===== config.mk =====
export PLATFORM = sky130hd
export DESIGN_NAME = stl_rbuf
export DESIGN_NICKNAME = d
export VERILOG_FILES = /design/src/hdl/stl_pkg.sv /design/src/hdl/stl_rbuf.sv
export SDC_FILE = /design/constraint.sdc
export NUM_CORES = 1
export LEC_CHECK = 0
export BUFFER_PORTS_ARGS = -buffer_cell sky130_fd_sc_hd__buf_2
export CAP_MARGIN = 20
export CORE_MARGIN = 5
export CORE_UTILIZATION = 45
export CTS_CLUSTER_SIZE = 40
export DETAILED_ROUTE_END_ITERATION = 16
export PLACE_DENSITY = 0.71
export SLEW_MARGIN = 0
export SYNTH_ARGS = -nofsm -noshare
export SYNTH_HDL_FRONTEND = slang
export SYNTH_SLANG_ARGS = --single-unit

===== constraint.sdc =====
create_clock -name clk_i -period 3 [get_ports clk_i]
set_clock_uncertainty 0.1 [all_clocks]
set_input_delay 0.6 -clock clk_i [delete_from_list [all_inputs] [get_ports clk_i]]
set_output_delay 0.6 -clock clk_i [all_outputs]
set_load 0.05 [all_outputs]

===== src/hdl/stl_pkg.sv =====
// ----------------------------------------------------------------------------
// stl_pkg
// Shared types, token class codes and character helpers for the token lexer.
// ----------------------------------------------------------------------------
package stl_pkg;

  localparam int unsigned KEYWORD_CHARS = 6;
  localparam int unsigned KW_BITS       = 8 * KEYWORD_CHARS;
  localparam int unsigned KW_COUNT      = 13;
  localparam int unsigned MAX_TOKENS    = 4;

  localparam logic [15:0] POS_MAX = 16'hFFFF;

  // token classes
  localparam logic [5:0] CL_END     = 6'd0;
  localparam logic [5:0] CL_NUMBER  = 6'd1;
  localparam logic [5:0] CL_IDENT   = 6'd2;
  localparam logic [5:0] CL_IF      = 6'd3;
  localparam logic [5:0] CL_ELSE    = 6'd4;
  localparam logic [5:0] CL_WHILE   = 6'd5;
  localparam logic [5:0] CL_FN      = 6'd6;
  localparam logic [5:0] CL_RETURN  = 6'd7;
  localparam logic [5:0] CL_FOR     = 6'd8;
  localparam logic [5:0] CL_INT     = 6'd9;
  localparam logic [5:0] CL_DOUBLE  = 6'd10;
  localparam logic [5:0] CL_REF     = 6'd11;
  localparam logic [5:0] CL_STRTYPE = 6'd12;
  localparam logic [5:0] CL_ARRAY   = 6'd13;
  localparam logic [5:0] CL_BOOL    = 6'd14;
  localparam logic [5:0] CL_STRING  = 6'd15;
  localparam logic [5:0] CL_ADD     = 6'd16;
  localparam logic [5:0] CL_ADD_EQ  = 6'd17;
  localparam logic [5:0] CL_INC     = 6'd18;
  localparam logic [5:0] CL_SUB     = 6'd19;
  localparam logic [5:0] CL_SUB_EQ  = 6'd20;
  localparam logic [5:0] CL_DEC     = 6'd21;
  localparam logic [5:0] CL_MUL     = 6'd22;
  localparam logic [5:0] CL_MUL_EQ  = 6'd23;
  localparam logic [5:0] CL_DIV     = 6'd24;
  localparam logic [5:0] CL_DIV_EQ  = 6'd25;
  localparam logic [5:0] CL_ASSIGN  = 6'd26;
  localparam logic [5:0] CL_EQ      = 6'd27;
  localparam logic [5:0] CL_NOT     = 6'd28;
  localparam logic [5:0] CL_NE      = 6'd29;
  localparam logic [5:0] CL_LT      = 6'd30;
  localparam logic [5:0] CL_LE      = 6'd31;
  localparam logic [5:0] CL_GT      = 6'd32;
  localparam logic [5:0] CL_GE      = 6'd33;
  localparam logic [5:0] CL_BOR     = 6'd34;
  localparam logic [5:0] CL_LOR     = 6'd35;
  localparam logic [5:0] CL_BAND    = 6'd36;
  localparam logic [5:0] CL_LAND    = 6'd37;
  localparam logic [5:0] CL_TILDE   = 6'd38;
  localparam logic [5:0] CL_DOLLAR  = 6'd39;
  localparam logic [5:0] CL_LBRACE  = 6'd40;
  localparam logic [5:0] CL_RBRACE  = 6'd41;
  localparam logic [5:0] CL_LBRACK  = 6'd42;
  localparam logic [5:0] CL_RBRACK  = 6'd43;
  localparam logic [5:0] CL_LPAREN  = 6'd44;
  localparam logic [5:0] CL_RPAREN  = 6'd45;
  localparam logic [5:0] CL_COMMA   = 6'd46;
  localparam logic [5:0] CL_SEMI    = 6'd47;
  localparam logic [5:0] CL_QUEST   = 6'd48;
  localparam logic [5:0] CL_COLON   = 6'd49;
  localparam logic [5:0] CL_DOT     = 6'd50;

  // error codes
  localparam logic [1:0] ERR_NONE       = 2'd0;
  localparam logic [1:0] ERR_UNEXPECTED = 2'd1;
  localparam logic [1:0] ERR_UNTERM     = 2'd2;

  // keyword words, first character in the low byte
  localparam logic [KW_BITS-1:0] KW_WORD [KW_COUNT] = '{
    KW_BITS'(48'h6669),         KW_BITS'(48'h65736c65),
    KW_BITS'(48'h656c696877),   KW_BITS'(48'h6e66),
    KW_BITS'(48'h6e7275746572), KW_BITS'(48'h726f66),
    KW_BITS'(48'h746e69),       KW_BITS'(48'h656c62756f64),
    KW_BITS'(48'h666572),       KW_BITS'(48'h676e69727473),
    KW_BITS'(48'h7961727261),   KW_BITS'(48'h65757274),
    KW_BITS'(48'h65736c6166)
  };
  localparam logic [2:0] KW_LEN [KW_COUNT] = '{
    3'd2, 3'd4, 3'd5, 3'd2, 3'd6, 3'd3, 3'd3, 3'd6, 3'd3, 3'd6, 3'd5, 3'd4, 3'd5
  };
  localparam logic [5:0] KW_CLS [KW_COUNT] = '{
    CL_IF, CL_ELSE, CL_WHILE, CL_FN, CL_RETURN, CL_FOR, CL_INT, CL_DOUBLE,
    CL_REF, CL_STRTYPE, CL_ARRAY, CL_BOOL, CL_BOOL
  };
  localparam logic KW_BV [KW_COUNT] = '{
    1'b0, 1'b0, 1'b0, 1'b0, 1'b0, 1'b0, 1'b0, 1'b0, 1'b0, 1'b0, 1'b0, 1'b1, 1'b0
  };

  typedef struct packed {
    logic [5:0]  cls;
    logic        bv;
    logic [1:0]  err;
    logic [15:0] off;
    logic [15:0] len;
    logic [15:0] line;
    logic [15:0] col;
  } stl_tok_t;

  // tokens of one transaction, handed from the step logic to the result bank
  typedef struct packed {
    stl_tok_t [MAX_TOKENS-1:0] tok;
    logic [2:0]                cnt;
  } stl_batch_t;

  function automatic stl_tok_t mk_tok(input logic [5:0] cls, input logic bv,
                                      input logic [15:0] off, input logic [15:0] len,
                                      input logic [15:0] line, input logic [15:0] col,
                                      input logic [1:0] err);
    stl_tok_t t;
    t.cls  = cls;
    t.bv   = bv;
    t.err  = err;
    t.off  = off;
    t.len  = len;
    t.line = line;
    t.col  = col;
    return t;
  endfunction

  function automatic logic [15:0] sat_inc(input logic [15:0] x);
    return (x != POS_MAX) ? x + 16'd1 : x;
  endfunction

  function automatic logic [15:0] sat_len(input logic [16:0] e, input logic [15:0] s);
    logic [16:0] d;
    d = (e > {1'b0, s}) ? e - {1'b0, s} : '0;
    return (d > {1'b0, POS_MAX}) ? POS_MAX : d[15:0];
  endfunction

  function automatic logic is_digit(input logic [7:0] c);
    return (c >= "0") && (c <= "9");
  endfunction

  function automatic logic is_alpha(input logic [7:0] c);
    return ((c >= "a") && (c <= "z")) || ((c >= "A") && (c <= "Z"));
  endfunction

  function automatic logic is_word(input logic [7:0] c);
    return is_alpha(c) || is_digit(c) || (c == "_");
  endfunction

  function automatic logic is_space(input logic [7:0] c);
    return (c == " ") || ((c >= 8'd9) && (c <= 8'd13));
  endfunction

  function automatic logic can_pair(input logic [7:0] c);
    return (c == "+") || (c == "-") || (c == "*") || (c == "/") || (c == "=") ||
           (c == "!") || (c == "<") || (c == ">") || (c == "|") || (c == "&");
  endfunction

  function automatic logic [5:0] single_code(input logic [7:0] c);
    logic [5:0] r;
    case (c)
      "+":     r = CL_ADD;
      "-":     r = CL_SUB;
      "*":     r = CL_MUL;
      "/":     r = CL_DIV;
      "=":     r = CL_ASSIGN;
      "!":     r = CL_NOT;
      "<":     r = CL_LT;
      ">":     r = CL_GT;
      "|":     r = CL_BOR;
      "&":     r = CL_BAND;
      "~":     r = CL_TILDE;
      "$":     r = CL_DOLLAR;
      "{":     r = CL_LBRACE;
      "}":     r = CL_RBRACE;
      "[":     r = CL_LBRACK;
      "]":     r = CL_RBRACK;
      "(":     r = CL_LPAREN;
      ")":     r = CL_RPAREN;
      ",":     r = CL_COMMA;
      ";":     r = CL_SEMI;
      "?":     r = CL_QUEST;
      ":":     r = CL_COLON;
      ".":     r = CL_DOT;
      default: r = CL_END;
    endcase
    return r;
  endfunction

  function automatic logic [5:0] pair_code(input logic [7:0] a, input logic [7:0] b);
    logic [5:0] r;
    r = CL_END;
    if (b == "=") begin
      case (a)
        "+":     r = CL_ADD_EQ;
        "-":     r = CL_SUB_EQ;
        "*":     r = CL_MUL_EQ;
        "/":     r = CL_DIV_EQ;
        "=":     r = CL_EQ;
        "!":     r = CL_NE;
        "<":     r = CL_LE;
        ">":     r = CL_GE;
        default: r = CL_END;
      endcase
    end else if ((a == "+") && (b == "+")) begin
      r = CL_INC;
    end else if ((a == "-") && (b == "-")) begin
      r = CL_DEC;
    end else if ((a == "|") && (b == "|")) begin
      r = CL_LOR;
    end else if ((a == "&") && (b == "&")) begin
      r = CL_LAND;
    end
    return r;
  endfunction

  // returns {class, bool value} of a finished word
  function automatic logic [6:0] kw_lookup(input logic [KW_BITS-1:0] w, input logic [2:0] n);
    logic [6:0] r;
    logic       hit;
    r   = {CL_IDENT, 1'b0};
    hit = 1'b0;
    for (int k = 0; k < KW_COUNT; k++) begin
      if (!hit && (n == KW_LEN[k]) && (w == KW_WORD[k])) begin
        r   = {KW_CLS[k], KW_BV[k]};
        hit = 1'b1;
      end
    end
    return r;
  endfunction

endpackage


===== src/hdl/stl_rbuf.sv =====
// ----------------------------------------------------------------------------
// stl_rbuf
// Result bank: holds the tokens of one transaction and hands them out in order.
// ----------------------------------------------------------------------------
module stl_rbuf import stl_pkg::*; (
  input  logic       clk_i,
  input  logic       rst_ni,
  input  logic       load_i,
  input  stl_batch_t batch_i,
  input  logic       ready_i,
  output logic       valid_o,
  output stl_tok_t   tok_o,
  output logic       last_o,
  output logic       free_o
);

  stl_tok_t   bank_q [MAX_TOKENS];
  logic [2:0] rem_q;
  logic [1:0] rd_q;
  logic       pop;

  assign valid_o = (rem_q != 3'd0);
  assign pop     = valid_o && ready_i;
  assign tok_o   = bank_q[rd_q];
  assign last_o  = (rem_q == 3'd1);
  assign free_o  = (rem_q == 3'd0) || ((rem_q == 3'd1) && ready_i);

  always_ff @(posedge clk_i) begin
    if (load_i) begin
      for (int i = 0; i < MAX_TOKENS; i++) begin
        bank_q[i] <= batch_i.tok[i];
      end
    end
  end

  always_ff @(posedge clk_i or negedge rst_ni) begin
    if (!rst_ni) begin
      rem_q <= '0;
      rd_q  <= '0;
    end else if (load_i) begin
      rem_q <= batch_i.cnt;
      rd_q  <= '0;
    end else if (pop) begin
      rem_q <= rem_q - 3'd1;
      rd_q  <= rd_q + 2'd1;
    end
  end

  a_rem_range: assert property (@(posedge clk_i) disable iff (!rst_ni)
    rem_q <= 3'd4)
    else $error("result bank count out of range");

  a_load_free: assert property (@(posedge clk_i) disable iff (!rst_ni)
    load_i |-> (rem_q == 3'd0) || ((rem_q == 3'd1) && ready_i))
    else $error("result bank loaded while tokens still pending");

  a_load_show: assert property (@(posedge clk_i) disable iff (!rst_ni)
    (load_i && (batch_i.cnt != 3'd0)) |=> (valid_o && (rd_q == 2'd0)))
    else $error("loaded tokens not presented from the first slot");

endmodule


# Word-level counts from Yosys, hierarchy flattened
# Memory sizes are Yosys's and may differ from the RTL's.
# Cells that the tools add are included.
# word_totals
reg_bits	5
mem_bits_rw	292
input_bits	299
mem_count	1
# memory_table
name	words	word_bits	rd	rd_ports_with_merged_regs	write_ports	line_no	rtl
bank_q	4	73	1	0	4	stl_rbuf.sv:17	stl_tok_t bank_q [MAX_TOKENS];
# op_classes
n_addsub	2
n_eq_ne	1
mux	6
reduce_logical	6
# op_table
cell	count
$mux W3	2
$mux W2	2
$eq A3 B1 Y1 const B	1
$logic_not A3 Y1	1
$reduce_bool A3 Y1	1
$sub A3 B1 Y3 const B	1
$add A2 B1 Y2 const B	1
$logic_and A1 B1 Y1	2
$mux W1	2
$reduce_bool A2 Y1	1
$logic_or A1 B1 Y1	1

# Longest topological paths before layout
# depth
depth_word	4
depth_mapped	6

# Least setup slack after synthesis
# Ideal clock, no wire load.
# synth_timing
path_type	flip-flop to output port
startpoint	register rem_q[1]
endpoint	output port free_o
arrival_ns	1.799
setup_slack_ns	0.501
path_stages_with_launch	6
cell_sequence	dfrtp_1 > inv_1 > ha_1 > nor2b_1 > nand2_1 > nand2_1
# synth_via
elab_chain_len	3
word_cells_on_any_way	4
classes_between	eq/ne (1); reduce/logical (3)
# synth_lines
item	line_no	rtl
start, declared	stl_rbuf.sv:18	logic [2:0] rem_q;
start signal, assigned	stl_rbuf.sv:41	rem_q <= batch_i.cnt;
start signal, assigned	stl_rbuf.sv:44	rem_q <= rem_q - 3'd1;
$eq A3 B1 Y1	-	
net last_o	stl_rbuf.sv:13	output logic last_o,
$logic_and A1 B1 Y1	stl_rbuf.sv:26	assign free_o = (rem_q == 3'd0) || ((rem_q == 3'd1) && ready_i);
$logic_or A1 B1 Y1	stl_rbuf.sv:26	
end, declared	stl_rbuf.sv:14	output logic free_o
# The timed path passes the listed nets, and every way through them passes these cells.

==> flow_metrics.env <==
export IMPL_detail_route_antenna_nets=0
export IMPL_final_max_slew_viol_count=0
export IMPL_root_buffer="clkbuf_16"
export IMPL_cts_max_path_buffers=3
export IMPL_rsz_0062_raised_after_global_routing="false"
export IMPL_finalSetupTns_ps=0
export IMPL_clock_network_fraction_of_total_power_pct=33.9
export IMPL_proportion_of_synthesized_chip_area_in_sequential_cells_pct=81.6
export IMPL_crit_fanout=14
export IMPL_route_top_layer_used="met5"
export IMPL_post_cts_resize_count=0
export IMPL_timing_final_crit_period_ps=2800
export IMPL_tritoncts_clock_tree="yes"
export IMPL_worstHoldPathType="in -> reg"
export IMPL_grt_total_usage_pct=16.8
export IMPL_run_status="finished, final reports clean"
export IMPL_switching_share_pct=24.8
export IMPL_areal_power_density_over_the_cells_nw_per_um2=694
export IMPL_cts_num_sinks=297
export IMPL_synth_area_leaders="edfxtp_1 (80%), mux4_2 (15%), dfrtp_1 (1.1%)"
export IMPL_number_of_cts_inserted_buffers=29
export IMPL_num_vias=5758
export IMPL_grt_pass1_wl_um=36100
export IMPL_worst_slew_pin_transition_ps=523
export IMPL_net_count_after_synthesis=722
export IMPL_power_switching_w=0.00244
export IMPL_post_synth_top_area_fraction_pct=80.4
export IMPL_area_delta_synth_final_pct=29.8
export IMPL_avgSynthCellArea_um2=26.0
export IMPL_synthDistinctLibCells=24
export IMPL_cts_htree_levels=1
export IMPL_port_buffer_count=374
export IMPL_critical_path_required_ps=2300
export IMPL_place_detailed_instances=1116
export IMPL_max_freq_mhz=357
export IMPL_clk_latency_ps=530
export IMPL_detailedRoute_firstPassIterationCount=5
export IMPL_route_met2_wl_um=11800
export IMPL_finalCritPeriodShare_pct=93.4
export IMPL_core_rowCount=57
export IMPL_wirelength_um=23600
export IMPL_nNetsFinal=1131
export IMPL_route_detailed_drc=0
export IMPL_fp_dieArea_um2=27400
export IMPL_synth_seq_cells=297
export IMPL_syn_cell_area_um2=10900
export IMPL_routedWlPerCell_um=20.0
export IMPL_first_global_vias=6403
export IMPL_core_area_um2=24100
export IMPL_final_cells=1176
export IMPL_die_width_um=166
export IMPL_hold_viol_final=0
export IMPL_count_of_max_cap_constraint_violations=0
export IMPL_synthesized_netlist_cell_count=420
export IMPL_route_detailed_vias_per_inst=4.90
export IMPL_ir_drop_uv=506
export IMPL_synth_warn=0
export IMPL_drive_gt1_share_pct=59.6
export IMPL_critPathKind="reg -> out"
export IMPL_endpoint_kind="output port"
export IMPL_worst_slew_slack_as_a_fraction_of_its_limit_pct=65.1
export IMPL_drtIter0Drc=396
export IMPL_fp_dieH_um=166
export IMPL_finalSetupViolCount=0
export IMPL_worstPathArrival_ps=2100
export IMPL_grt_overflow_total=0
export IMPL_hpwlAfterDp_um=17400
export IMPL_met3WireLength_um=2070
export IMPL_antenna_violations_before_repair=7
export IMPL_crit_path_start_kind="flop"
export IMPL_cellLeakagePower_nw=5.45
export IMPL_power_internal_w=0.00739
export IMPL_grt_max_degree=69
export IMPL_start_util_pct=45.2
export IMPL_synth_area_leader_cell="edfxtp_1"
export IMPL_wire_length_the_detailed_router_placed_on_met1_um=8840
export IMPL_ios=375
export IMPL_power_sequential_fraction_pct=51.1
export IMPL_clk_transition_reported_paths_ps=60
export IMPL_place_gp_congestion=0.792
export IMPL_p_comb_share_pct=15.0
==> synthesized netlist by cell type, drive strengths merged <==
| master | n |
|---|---|
| ha | 3 |
| dfrtp | 5 |
| nand3 | 1 |
| o21ai | 3 |
| nand2 | 4 |
| nand2b | 1 |
| o31a | 1 |
| a31oi | 1 |
| nor3 | 1 |
| inv | 5 |
| mux4 | 73 |
| or3 | 1 |
| nor2b | 4 |
| mux2i | 1 |
| mux2 | 1 |
| nor2 | 2 |
| clkbuf | 2 |
| edfxtp | 292 |
| buf | 16 |
| a21oi | 3 |
==> worst max-delay path, stage by stage, from the launching register on <==
cell	delay, ps
dfrtp_4	500
buf_4	150
buf_12	160
mux4_2	520
buf_2	230
==> layout by cell type, fill, tap and decap left out, types with 2 or more instances in the layout <==
cell type | synthesis | layout
nor2_1 | 2 | 2
o21ai_0 | 3 | 3
buf_2 | 6 | 373
buf_12 | 5 | 7
ha_1 | 3 | 3
clkinv_2 | 0 | 3
nand2_1 | 4 | 4
mux4_2 | 73 | 73
edfxtp_1 | 292 | 292
a21oi_1 | 3 | 3
buf_8 | 0 | 2
buf_4 | 3 | 13
nor2b_1 | 4 | 4
clkbuf_16 | 0 | 29
dfrtp_1 | 5 | 3
dfrtp_4 | 0 | 2
clkbuf_1 | 2 | 8
clkinv_1 | 0 | 8
bufinv_16 | 0 | 2
diode_2 | 0 | 4
inv_1 | 5 | 5
==> state kept, by name (all words and copies together), names as in the netlist <==
register,flops
rd_q,2
bank_q,292
rem_q,3
==> power groups by stage <==
stage / clock (W) / combinational (W) / sequential (W)
CTS: 0.00343 / 0.00148 / 0.00504
global placement: 0 / 0.00145 / 0.00512
floorplan: 0 / 0.00101 / 0.00506
detailed placement: 0 / 0.00146 / 0.00514
global route: 0.00361 / 0.00156 / 0.00506
finish: 0.00333 / 0.00147 / 0.00503
==> metrics by stage <==
step	hold WS [ps]	instance area [µm²]	worst slack, ps	power (W)	utilization (%)
2_1_floorplan	204	10900	501	0.00607	-
3_3_place_gp	329	13200	457	0.00657	54.8
3_5_place_dp	332	13200	463	0.00659	54.8
4_1_cts	111	14100	20.7	0.00995	58.5
5_1_grt	112	14200	120	0.0102	58.7
6_report	143	14200	199	0.00983	58.7
==> path summary, 6_finish.rpt <==
kind | startpoint | endpoint | slack, ps | cells after the start
setup / recovery | rd_q[0] | tok_o[48] | 200 | 4
hold / removal | batch_i[23] | bank_q[0][20] | 140 | 1
setup reg to reg | rem_q[0] | rd_q[1] | 1230 | 6
hold reg to reg | rem_q[1] | rem_q[1] | 480 | 2
max in group asynchronous | rst_ni | rd_q[0] | 2250 | 2
min in group asynchronous | rst_ni | rem_q[2] | 380 | 2
==> layout make-up <==
type | instances | area (µm²)
Fill cell | 1860 | 9950
Sequential cell | 297 | 8900
Timing Repair Buffer | 396 | 2140
Multi-Input combinational cell | 100 | 1820
Clock buffer | 37 | 756
Tap cell | 324 | 405
Clock inverter | 13 | 105
Inverter | 5 | 18.8
Antenna cell | 4 | 10.0
==> logic make-up (layout without fill, tap and decap cells) <==
family / Yosys count / in the layout / share of synthesized area [%]
flops: 297 / 297 / 81.6
mux: 75 / 75 / 15.3
buf+inv: 23 / 451 / 1.78
simple gates: 14 / 14 / 0.642
compound gates: 8 / 8 / 0.413
fa+ha+maj: 3 / 3 / 0.344
other cells: 0 / 4 / 0
==> layer usage <==
metal / up-vias / track usage, %
li1: 2619 / -
met1: 2799 / 21.1
met2: 279 / 28.4
met3: 55 / 5.15
met4: 6 / 4.91
met5: - / 0
==> what timing repair did <==
action | in CTS | in global routing
buffers inserted | 1 | 4
hold buffers | 1 | 0
endpoints found under the setup margin | 58 | 12
endpoints found under the hold margin | 5 | 0
(Power assumes the default switching activity.)
